### src/snnt_pkg.sv
// Shared types, sizes and helpers for the spiking network tick unit.
// Used by snnt_ram users and by spiking_neuron_net_tick_unit; depends on nothing.
package snnt_pkg;

    localparam int NEURONS = 16;
    localparam int FANOUT  = 10;

    localparam int LINKS   = NEURONS * FANOUT;
    localparam int NIDX_W  = $clog2(NEURONS);
    localparam int NCNT_W  = $clog2(NEURONS + 1);
    localparam int LCNT_W  = $clog2(FANOUT + 1);
    localparam int LADDR_W = $clog2(LINKS);

    localparam int FIELD_IDX_W = 4;
    localparam int LEVEL_W     = 16;
    localparam int THR_W       = 15;
    localparam int ACT_W       = 5;
    localparam int MASK_W      = 16;
    localparam int LINK_W      = FIELD_IDX_W + LEVEL_W;

    localparam int CFG_IDX_W  = 1;
    localparam int CFG_DATA_W = THR_W;
    localparam logic [CFG_IDX_W-1:0] CFG_THRESHOLD = 1'b0;
    localparam logic [CFG_IDX_W-1:0] CFG_ACTIVE    = 1'b1;

    localparam logic [THR_W-1:0] THRESHOLD_RST = 15'd256;
    localparam logic [ACT_W-1:0] ACTIVE_RST    = 5'd16;

    typedef enum logic [1:0] {
        KIND_LINK = 2'd0,
        KIND_STIM = 2'd1,
        KIND_TICK = 2'd2
    } kind_t;

    typedef enum logic [1:0] {
        STAT_OK       = 2'd0,
        STAT_FULL     = 2'd1,
        STAT_INACTIVE = 2'd2
    } status_t;

    typedef enum logic [2:0] {
        S_IDLE,
        S_LINK,
        S_STIM,
        S_SCAN,
        S_HEAD,
        S_SPIKE,
        S_TAIL,
        S_RESULT
    } state_t;

    // Signed 16-bit add that clamps to the representable range.
    function automatic logic signed [LEVEL_W-1:0] sat_add(
        input logic signed [LEVEL_W-1:0] a,
        input logic signed [LEVEL_W-1:0] b
    );
        logic signed [LEVEL_W:0] s;
        s = {a[LEVEL_W-1], a} + {b[LEVEL_W-1], b};
        if (s[LEVEL_W] != s[LEVEL_W-1]) begin
            sat_add = s[LEVEL_W] ? {1'b1, {(LEVEL_W-1){1'b0}}} : {1'b0, {(LEVEL_W-1){1'b1}}};
        end else begin
            sat_add = s[LEVEL_W-1:0];
        end
    endfunction

endpackage

### src/spiking_neuron_net_tick_unit.sv
// Spiking network tick unit: link add, neuron stimulus and two-phase tick sequencer.
// Depends on snnt_pkg and snnt_ram.
// Add link and stimulate run their own state, then S_RESULT; an unused kind only S_RESULT.
// A tick scans the neurons in use, then visits each in S_HEAD, a fired one also in S_SPIKE
// per link and S_TAIL; one level adder and one link read port visit one step a cycle.
// One item is in work at a time; the input is not ready until its result is registered.
// Synchronous active-low reset clears levels and link counts, loads the register defaults.
module spiking_neuron_net_tick_unit (
    input  logic                                aclk,
    input  logic                                aresetn,
    input  logic                                s_tvalid,
    output logic                                s_tready,
    // [3:0] source_neuron, [7:4] target_neuron, [23:8] amount
    input  logic [23:0]                         s_tdata,
    // [1:0] kind
    input  logic [1:0]                          s_tuser,
    output logic                                m_tvalid,
    input  logic                                m_tready,
    // [1:0] status, [17:2] fired_mask, [23:18] zero
    output logic [23:0]                         m_tdata,
    input  logic                                cfg_valid,
    output logic                                cfg_ready,
    input  logic [snnt_pkg::CFG_IDX_W-1:0]      cfg_index,
    input  logic [snnt_pkg::CFG_DATA_W-1:0]     cfg_data
);

    import snnt_pkg::*;

    // Configuration registers; writes are only expected while no item is in work.
    logic [THR_W-1:0] threshold_reg;
    logic [ACT_W-1:0] active_reg;

    // Neuron state. Levels are read through one muxed port that feeds the shared adder.
    logic signed [LEVEL_W-1:0] level_reg [NEURONS];
    logic [LCNT_W-1:0]         lcount_reg [NEURONS];

    // Captured item fields.
    logic [FIELD_IDX_W-1:0]    src_reg;
    logic [FIELD_IDX_W-1:0]    dst_reg;
    logic signed [LEVEL_W-1:0] amount_reg;

    // Sequencer registers.
    state_t               state_reg, state_next;
    logic [NCNT_W-1:0]    idx_reg, idx_next;
    logic [LCNT_W-1:0]    k_reg, k_next;
    logic [NEURONS-1:0]   fired_reg, fired_next;
    status_t              status_reg, status_next;
    logic                 m_valid_reg, m_valid_next;
    logic [1:0]           m_status_reg, m_status_next;
    logic [MASK_W-1:0]    m_mask_reg, m_mask_next;

    // Write strobes into the neuron state.
    logic                      lvl_we;
    logic [NIDX_W-1:0]         lvl_widx;
    logic signed [LEVEL_W-1:0] lvl_wdata;
    logic                      cnt_we;
    logic [NIDX_W-1:0]         cnt_widx;

    // Shared adder and compare operands.
    logic [NIDX_W-1:0]         rd_idx;
    logic signed [LEVEL_W-1:0] rd_level;
    logic signed [LEVEL_W-1:0] add_b;
    logic signed [LEVEL_W-1:0] add_sum;
    logic                      at_threshold;

    // Link memory: target in the low bits, weight above it.
    logic                      ram_we;
    logic [LADDR_W-1:0]        ram_waddr;
    logic [LINK_W-1:0]         ram_wdata;
    logic [LADDR_W-1:0]        ram_raddr;
    logic [LINK_W-1:0]         ram_rdata;
    logic [FIELD_IDX_W-1:0]    link_target;
    logic signed [LEVEL_W-1:0] link_weight;

    logic [NCNT_W-1:0]  n_use;
    logic [NIDX_W-1:0]  idx_n;
    logic [NIDX_W-1:0]  src_n;
    logic [LADDR_W-1:0] visit_base;
    logic               src_ok;
    logic               dst_ok;
    logic               idx_live;

    assign cfg_ready = 1'b1;
    assign s_tready  = (state_reg == S_IDLE);
    assign m_tvalid  = m_valid_reg;
    assign m_tdata   = {6'd0, m_mask_reg, m_status_reg};

    assign link_target = ram_rdata[FIELD_IDX_W-1:0];
    assign link_weight = ram_rdata[LINK_W-1:FIELD_IDX_W];

    // A register value above the neuron count acts as the full network.
    always_comb begin
        if (int'(active_reg) > NEURONS) begin
            n_use = NCNT_W'(NEURONS);
        end else begin
            n_use = NCNT_W'(active_reg);
        end
    end

    assign idx_n    = idx_reg[NIDX_W-1:0];
    assign src_n    = NIDX_W'(src_reg);
    assign src_ok   = int'(src_reg) < int'(n_use);
    assign dst_ok   = int'(dst_reg) < int'(n_use);
    assign idx_live = idx_reg < n_use;

    assign visit_base = LADDR_W'(idx_n) * LADDR_W'(FANOUT);

    // The level is signed, so it is sign-extended before the compare against the threshold.
    assign rd_level     = level_reg[rd_idx];
    assign add_sum      = sat_add(rd_level, add_b);
    assign at_threshold = $signed({rd_level[LEVEL_W-1], rd_level}) >=
                          $signed({2'b00, threshold_reg});

    snnt_ram #(
        .WIDTH (LINK_W),
        .DEPTH (LINKS)
    ) u_link_ram (
        .aclk  (aclk),
        .we    (ram_we),
        .waddr (ram_waddr),
        .wdata (ram_wdata),
        .raddr (ram_raddr),
        .rdata (ram_rdata)
    );

    // Sequencer: next state, datapath selects and write strobes.
    always_comb begin
        state_next    = state_reg;
        idx_next      = idx_reg;
        k_next        = k_reg;
        fired_next    = fired_reg;
        status_next   = status_reg;
        m_valid_next  = m_valid_reg;
        m_status_next = m_status_reg;
        m_mask_next   = m_mask_reg;

        rd_idx    = src_n;
        add_b     = amount_reg;
        lvl_we    = 1'b0;
        lvl_widx  = src_n;
        lvl_wdata = add_sum;
        cnt_we    = 1'b0;
        cnt_widx  = src_n;
        ram_we    = 1'b0;
        ram_waddr = LADDR_W'(src_n) * LADDR_W'(FANOUT) + LADDR_W'(lcount_reg[src_n]);
        ram_wdata = {amount_reg, dst_reg};
        ram_raddr = visit_base;

        // The result register empties as soon as the consumer takes it.
        if (m_valid_reg && m_tready) begin
            m_valid_next = 1'b0;
        end

        unique case (state_reg)
            S_IDLE: begin
                if (s_tvalid) begin
                    idx_next    = '0;
                    fired_next  = '0;
                    status_next = STAT_OK;
                    case (s_tuser)
                        KIND_LINK: state_next = S_LINK;
                        KIND_STIM: state_next = S_STIM;
                        KIND_TICK: state_next = S_SCAN;
                        default:   state_next = S_RESULT;
                    endcase
                end
            end
            S_LINK: begin
                if (!src_ok || !dst_ok) begin
                    status_next = STAT_INACTIVE;
                end else if (int'(lcount_reg[src_n]) >= FANOUT) begin
                    status_next = STAT_FULL;
                end else begin
                    ram_we = 1'b1;
                    cnt_we = 1'b1;
                end
                state_next = S_RESULT;
            end
            S_STIM: begin
                if (src_ok) begin
                    lvl_we = 1'b1;
                end else begin
                    status_next = STAT_INACTIVE;
                end
                state_next = S_RESULT;
            end
            S_SCAN: begin
                // First phase: mark every neuron in use that reaches the threshold.
                rd_idx = idx_n;
                if (idx_live) begin
                    if (at_threshold) begin
                        fired_next[idx_n] = 1'b1;
                    end
                    idx_next = idx_reg + 1'b1;
                end else begin
                    idx_next   = '0;
                    state_next = S_HEAD;
                end
            end
            S_HEAD: begin
                // Second phase: visit neurons in index order.
                k_next = LCNT_W'(1);
                if (!idx_live) begin
                    state_next = S_RESULT;
                end else if (fired_reg[idx_n]) begin
                    if (lcount_reg[idx_n] == '0) begin
                        state_next = S_TAIL;
                    end else begin
                        state_next = S_SPIKE;
                    end
                end else begin
                    idx_next = idx_reg + 1'b1;
                end
            end
            S_SPIKE: begin
                // The link whose read was issued in the cycle before is now on the memory output.
                rd_idx    = NIDX_W'(link_target);
                add_b     = link_weight;
                lvl_we    = 1'b1;
                lvl_widx  = NIDX_W'(link_target);
                ram_raddr = visit_base + LADDR_W'(k_reg);
                if (k_reg < lcount_reg[idx_n]) begin
                    k_next = k_reg + 1'b1;
                end else begin
                    state_next = S_TAIL;
                end
            end
            S_TAIL: begin
                lvl_we     = 1'b1;
                lvl_widx   = idx_n;
                lvl_wdata  = '0;
                idx_next   = idx_reg + 1'b1;
                state_next = S_HEAD;
            end
            S_RESULT: begin
                if (!m_valid_reg || m_tready) begin
                    m_valid_next  = 1'b1;
                    m_status_next = status_reg;
                    m_mask_next   = MASK_W'(fired_reg);
                    state_next    = S_IDLE;
                end
            end
            default: begin
                state_next = S_IDLE;
            end
        endcase
    end

    always_ff @(posedge aclk) begin
        if (!aresetn) begin
            state_reg   <= S_IDLE;
            m_valid_reg <= 1'b0;
        end else begin
            state_reg   <= state_next;
            m_valid_reg <= m_valid_next;
        end
    end

    always_ff @(posedge aclk) begin
        idx_reg      <= idx_next;
        k_reg        <= k_next;
        fired_reg    <= fired_next;
        status_reg   <= status_next;
        m_status_reg <= m_status_next;
        m_mask_reg   <= m_mask_next;
        if (s_tvalid && s_tready) begin
            src_reg    <= s_tdata[3:0];
            dst_reg    <= s_tdata[7:4];
            amount_reg <= s_tdata[23:8];
        end
    end

    always_ff @(posedge aclk) begin
        if (!aresetn) begin
            threshold_reg <= THRESHOLD_RST;
            active_reg    <= ACTIVE_RST;
        end else if (cfg_valid && cfg_ready) begin
            unique case (cfg_index)
                CFG_THRESHOLD: threshold_reg <= cfg_data[THR_W-1:0];
                CFG_ACTIVE:    active_reg    <= cfg_data[ACT_W-1:0];
                default:       ;
            endcase
        end
    end

    // Neuron levels and link counts start from zero after reset.
    always_ff @(posedge aclk) begin
        if (!aresetn) begin
            for (int i = 0; i < NEURONS; i++) begin
                level_reg[i]  <= '0;
                lcount_reg[i] <= '0;
            end
        end else begin
            if (lvl_we) begin
                level_reg[lvl_widx] <= lvl_wdata;
            end
            if (cnt_we) begin
                lcount_reg[cnt_widx] <= lcount_reg[cnt_widx] + 1'b1;
            end
        end
    end

endmodule

### src/snnt_ram.sv
// Generic single-write, single-read memory with a registered read port.
// Depends on nothing; holds the link table of the tick unit.
module snnt_ram #(
    parameter int WIDTH = 8,
    parameter int DEPTH = 16
) (
    input  logic                     aclk,
    input  logic                     we,
    input  logic [$clog2(DEPTH)-1:0] waddr,
    input  logic [WIDTH-1:0]         wdata,
    input  logic [$clog2(DEPTH)-1:0] raddr,
    output logic [WIDTH-1:0]         rdata
);

    logic [WIDTH-1:0] mem [DEPTH];

    always_ff @(posedge aclk) begin
        if (we) begin
            mem[waddr] <= wdata;
        end
        rdata <= mem[raddr];
    end

endmodule
### config.mk
export PLATFORM = sky130hd
export DESIGN_NAME = spiking_neuron_net_tick_unit
export DESIGN_NICKNAME = d
export VERILOG_FILES = /design/src/snnt_pkg.sv /design/src/spiking_neuron_net_tick_unit.sv /design/src/snnt_ram.sv
export SDC_FILE = /design/constraint.sdc
export NUM_CORES = 2
export LEC_CHECK = 0
export BUFFER_PORTS_ARGS = -buffer_cell sky130_fd_sc_hd__buf_2
export CORE_MARGIN = 2
export CORE_UTILIZATION = 65
export CTS_BUF_LIST = sky130_fd_sc_hd__clkbuf_8
export DETAILED_ROUTE_END_ITERATION = 10
export PLACE_DENSITY = 0.81
export SETUP_SLACK_MARGIN = 0.1
export SYNTH_ARGS = -nofsm -noshare
export SYNTH_HDL_FRONTEND = slang
export SYNTH_HIERARCHICAL = 1
export SYNTH_SLANG_ARGS = --single-unit
### constraint.sdc
create_clock -name aclk -period 17.7 [get_ports aclk]
set_input_delay 1.77 -clock aclk [delete_from_list [all_inputs] [get_ports aclk]]
set_output_delay 1.77 -clock aclk [all_outputs]
set_load 0.02 [all_outputs]
Yosys cells after proc, flatten, opt, wreduce, memory -nomap -nowiden
Memory sizes are Yosys's and may differ from the RTL's. A register that Yosys moved wholly into a read port is not among the register bits.
Index checks and enable logic that the tools add are counted.
{ "word_totals": {"reg_bits": 93, "mem_bits_rw": 3520, "inputBits": 47, "out_inout_bits": 27, "wordCells": 145, "memories": 3} }
{ "classes": {"n_addsub": 6, "multipliers": 2, "order_cmp": 9, "eq_ne": 22, "n_mux": 61, "bitwise_logic": 2, "n_reduce_logical": 27} }
{ "memory_table": {"columns": ["name", "words", "word_bits", "rd", "rd_ports_with_merged_regs", "wr", "line_no", "rtl"], "rows": [
  ["u_link_ram.mem", 160, 20, 1, 1, 1, "snnt_ram.sv:15", "logic [WIDTH-1:0] mem [DEPTH];"],
  ["level_reg", 16, 16, 1, 0, 16, "spiking_neuron_net_tick_unit.sv:34", "logic signed [LEVEL_W-1:0] level_reg [NEURONS];"],
  ["lcount_reg", 16, 4, 2, 2, 16, "spiking_neuron_net_tick_unit.sv:35", "logic [LCNT_W-1:0] lcount_reg [NEURONS];"]
]} }
{ "ops": {"columns": ["operator", "count"], "rows": [
  ["16-bit two-way mux", 8],
  ["16-bit one-hot mux with 2 select lines", 1],
  ["5-bit two-way mux", 5],
  ["4-bit two-way mux", 6],
  ["4-bit one-hot mux with 2 select lines", 3],
  ["3-bit one-hot mux with 7 select lines", 1],
  ["2-bit != test, second input constant", 10],
  ["5-bit one-hot mux with 4 select lines", 1],
  ["1-bit two-way mux", 19],
  ["3-bit two-way mux", 6],
  ["16-bit by 16-bit adder with 17-bit output", 1],
  ["8-bit by 4-bit adder with 8-bit output", 2],
  ["16-bit greater-or-equal comparator", 1],
  ["16-bit OR", 1],
  ["16-bit OR reduction", 1],
  ["4-bit by 3-bit multiplier with 7-bit output, second input constant", 2],
  ["3-bit == test, second input constant", 4],
  ["4-bit AND reduction", 3],
  ["4-bit by 5-bit < comparator with 1-bit output", 2],
  ["2-bit two-way mux", 5],
  ["3-bit one-hot mux with 3 select lines", 1],
  ["4-bit by 1-bit adder with 4-bit output, second input constant", 2],
  ["8-bit two-way mux", 1],
  ["2-bit AND reduction", 4],
  ["30 further kinds", 39]
]} }

Depth between registers and ports, before layout
{ "logic_depth": {"ltp_word": 12, "depth_mapped": 21, "ltp_nobuf": 16} }

Modules after synthesis
Netlist, hierarchy kept.
{ "by_module_without_submodules": {"columns": ["mod", "n_inst", "cells_each", "area_per_inst_um2", "seq_area_each_um2"], "rows": [
  ["snnt_ram", 1, 5393, 123368.3, 96492.5],
  ["spiking_neuron_net_tick_unit", 1, 1829, 21963.6, 12321.8]
]} }

Least setup slack after synthesis
No wires, ideal clock.
{ "synth_timing": {"kind": "reg-to-reg", "startpoint": "register dst_reg[1]", "endpoint": "memory u_link_ram/mem[10][0] in the netlist's numbering (enable)", "setup_time_ps": 397, "arrival_ps": 5522, "t_required_ps": 17303, "path_slack_ps": 11782, "path_stages_with_launch": 10, "path_buffers": 2, "period_less_slack_ps": 5918, "cell_sequence": "edfxtp_1 -> ha_1 -> a211o_1 -> o211ai_1 -> a31oi_1 -> nor4b_4 -> clkbuf_1 -> clkbuf_1 -> nand3_1 -> nor2_1"} }
{ "synth_between": {"elab_chain_cells": 7} }
{ "synth_rtl": {"columns": ["element", "line_no", "rtl"], "rows": [
  ["start: declaration", "spiking_neuron_net_tick_unit.sv:39", "logic [FIELD_IDX_W-1:0] dst_reg;"],
  ["start signal: assignment", "spiking_neuron_net_tick_unit.sv:268", "dst_reg <= s_tdata[7:4];"],
  ["4-bit by 5-bit < comparator with 1-bit output", "spiking_neuron_net_tick_unit.sv:103", "assign dst_ok = int'(dst_reg) < int'(n_use);"],
  ["1-bit logical NOT", "spiking_neuron_net_tick_unit.sv:169", "if (!src_ok || !dst_ok) begin"],
  ["1-bit logical OR", "spiking_neuron_net_tick_unit.sv:169", null],
  ["1-bit two-way mux (2 in a row)", null, null],
  ["named net cnt_we", "spiking_neuron_net_tick_unit.sv:56", "logic cnt_we;"],
  ["1-bit two-way mux", "snnt_ram.sv:18", "if (we) begin"],
  ["1-bit two-way mux (implied by the code)", "snnt_ram.sv:19", "mem[waddr] <= wdata;"],
  ["end: declaration", "snnt_ram.sv:15", null]
]} }
The timed path passes the listed nets, and every way through them passes these cells.

==> flow_summary.json <==
{
  "outcome": "complete, but fails checks",
  "violations": "max-capacitance violations, max-slew violations",
  "syn_area_sq_um": 145000,
  "yosysWarnings": 6,
  "antenna_found_initial": 22,
  "fin_area_sq_um": 160000,
  "relSlewSlack_pct": -2.82,
  "first_iter_violations": 13200,
  "finalPower_uw": 27300,
  "cp_slowest_cell": "dfxtp_1",
  "routedWlPerCell_microns": 34.6,
  "seq_area_frac_synth_pct": 74.9,
  "root_buffer": "clkbuf_8",
  "ctsHoldBuffers": 0,
  "tns_ps": 0,
  "initial_core_util_pct": 65.4,
  "cts_buffer_depth": 4,
  "tritoncts": "built",
  "critPathRequiredTime_ps": 18460,
  "core_sq_um": 222000,
  "worstSetupEndpointType": "flip-flop",
  "avgSynthCellArea_sq_um": 20.1,
  "chipWidth_microns": 477,
  "dieArea_sq_um": 227000,
  "clk_pin_slew_worst_paths_ps": 70,
  "holdPathEnd": "m_status_reg[0]",
  "dpl-instance-area_sq_um": 150000,
  "hold_depth": 0,
  "cp_max_fo": 48,
  "min_period_ps": 7400,
  "cts_resized": 0,
  "r2r-end": "level_reg[1][2]",
  "largest_register_ff_count": 3200,
  "grt_usage_pct": 33.9,
  "vias_per_cell": 7.03,
  "grt_setup_unrepaired": "no",
  "layout-drive-gt1-share_pct": 26.1,
  "fin_nets": 7827,
  "area_delta_synth_final_pct": 10.4,
  "wirelength_mm": 384,
  "slew_violations": 2,
  "ys_ff_latch": 3641,
  "grt_max_degree": 162,
  "grt_pass1_vias": 77800,
  "hp-start": "status_reg[0]",
  "cts.sinks": 3641,
  "start_kind": "flip-flop",
  "postCtsSetupRepairBufs": 0,
  "cap_violations": 1,
  "vias": 78100,
  "io_buffers": 66,
  "critPathMaxStageDelay_ps": 860,
  "synth_ff_type": "edfxtp_1",
  "gp_congestion": 0.926,
  "pin_count": 74,
  "worst_pin_slew_ps": 1530,
  "peakVddDrop_v": 0.000163,
  "reg2reg_slack_ps": 10300,
  "hp-class": "flip-flop to flip-flop",
  "antenna_left": 0,
  "drc": 0,
  "drt_first_pass_iters": 8,
  "path_class": "flip-flop to flip-flop",
  "syn_inst": 7222,
  "dp_hpwl_mm": 220,
  "htree_levels": 6,
  "synth-async-reset-ratio_pct": 0,
  "crit_family": "compound AO/OA/AOI/OAI gates",
  "rows": 173,
  "hold-worst-slack_ps": 459,
  "path_cells": "clkinv_1 -> o21ai_0 -> nand3_4 -> buf_4 -> mux2i_1 -> mux2i_1 -> mux2_2 -> mux2_2 -> ha_1 -> fa_1 -> a211o_1 -> o211ai_1 -> a2bb2oi_1 -> a211o_1 -> o21ai_2 -> maj3_1 -> nor2_1",
  "reg2reg_depth": 17,
  "cts_made_buffers": 574,
  "synth_cell_types": 87,
  "grt_first_pass_wirelength_mm": 547,
  "grt_overflow": 0,
  "synth_edf_count": 3589,
  "setup_violations": 0,
  "pwr_density_cell_nw_per_um2": 171,
  "max_freq_mhz": 135,
  "die_y_microns": 477,
  "p_leak_uw": 0.0519,
  "fin_crit_sh_pct": 41.8,
  "clk_latency_ps": 1100,
  "hold_viol": 0,
  "arrival_ps": 8160,
  "fin_skew_ps": 92.6,
  "r2r-start": "state_reg[2]",
  "cp_num_buf_inv": 2
}
-- how the worst max path moves through the flow --
| stage | from | to | slack, ps | cells after the start |
|---|---|---|---|---|
| final | state_reg[2] | level_reg[1][2] | 10300 | 17 |
| after floorplan | dst_reg[1] | u_link_ram/mem[10][0] | 11780 | 9 |
| after detailed placement | state_reg[2] | level_reg[12][2] | 10420 | 17 |
| after global placement | state_reg[2] | level_reg[15][2] | 10510 | 17 |
| after global routing | state_reg[2] | level_reg[1][2] | 9840 | 17 |
| after CTS | state_reg[2] | level_reg[15][3] | 10400 | 17 |
-- final cells by class --
type | instances | area [sq um]
inverters | 46 | 191
well taps | 2975 | 3720
clock buffers | 598 | 8230
diodes | 10 | 25.0
repair buffers | 326 | 2370
flip-flops and latches | 3641 | 109000
multi-input cells | 3121 | 34900
clock inverters | 396 | 2170
fillers | 12000 | 61900
-- cells in the final DEF, fill, tap and decap left out, types with 11 or more instances in the layout --
cell type,instances
xnor2_1,12
nor2_1,408
a22o_1,14
edfxtp_1,3589
nor2b_1,38
inv_1,202
buf_2,66
a31oi_1,20
a211oi_1,28
xor2_1,11
mux4_2,832
ha_1,65
mux2i_1,461
o31ai_1,15
nor2_4,47
clkinv_1,133
a21oi_1,115
nor3_1,29
clkbuf_8,598
clkinv_2,57
o211ai_1,16
a221oi_1,14
nor2_2,115
nand3_1,84
nand2b_1,22
o22ai_1,81
a22oi_1,59
and2_1,17
o21ai_0,62
nand2_1,248
clkinvlp_4,19
mux2_2,44
o221ai_1,45
bufinv_16,19
dfxtp_1,52
nand4_1,15
buf_4,253
mux4_1,13
-- cell families after synthesis --
| logic type | synth area share, % |
|---|---|
| DFF | 74.9 |
| muxes | 16.7 |
| and+or+nand+nor | 3.22 |
| AOI/OAI and AO/OA | 2.67 |
| buffers and inverters | 1.67 |
| adders and majority gates | 0.740 |
| xor gates and xnor gates | 0.163 |
| other | 0.00517 |
-- worst reg2reg max path: stages, from the launching register on --
cell and delay, ps:
dfxtp_1 860, clkinv_1 470, o21ai_0 380, nand3_4 510, buf_4 580, mux2i_1 280
mux2i_1 100, mux2_2 290, mux2_2 290, ha_1 230, fa_1 490, a211o_1 280
o211ai_1 170, a2bb2oi_1 210, a211o_1 350, o21ai_2 800, maj3_1 700, nor2_1 120
-- cells in the mapped netlist (all sizes together) (16+ instances only) --
cell type,n,area (sq um)
a22oi,59,443
nand2b,22,138
o221ai,45,394
nand2,251,965
dfxtp,52,1040
o21ai,65,325
o31ai,17,133
ha,65,813
inv,41,154
edfxtp,3589,108000
mux2,46,518
nor3,30,155
nor2,570,2140
clkbuf,187,702
a211oi,28,210
o22ai,81,507
a31oi,20,125
mux2i,461,4610
o211ai,16,120
mux4,845,19100
a21oi,115,576
nand3,86,443
nor2b,40,250
and2,19,119
buf,231,1550
-- through the flow --
step | util [%] | cells | worst slack (ps)
2_1_floorplan | - | 7227 | 11780
3_3_place_gp | 67.5 | 10100 | 10510
3_5_place_dp | 67.5 | 10100 | 10420
4_1_cts | 72.1 | 11100 | 10400
5_1_grt | 72.1 | 11100 | 9840
6_report | 72.2 | 11100 | 10300
-- power breakdown --
group | switching (uW) | internal (uW) | total (uW) | leakage [uW]
sequential | 187 | 9990 | 10200 | 0.0331
clock | 3210 | 3410 | 6620 | 0.00590
combinational | 7260 | 3280 | 10500 | 0.0128
-- routing by layer --
metal  share of wire [%]  global-route usage, %
met3                  15                   10.2
met1                  34                   46.2
met5               0.016                      0
met4                 5.5                   16.4
met2                  46                   50.9
Power figures use the tool's default switching activity.
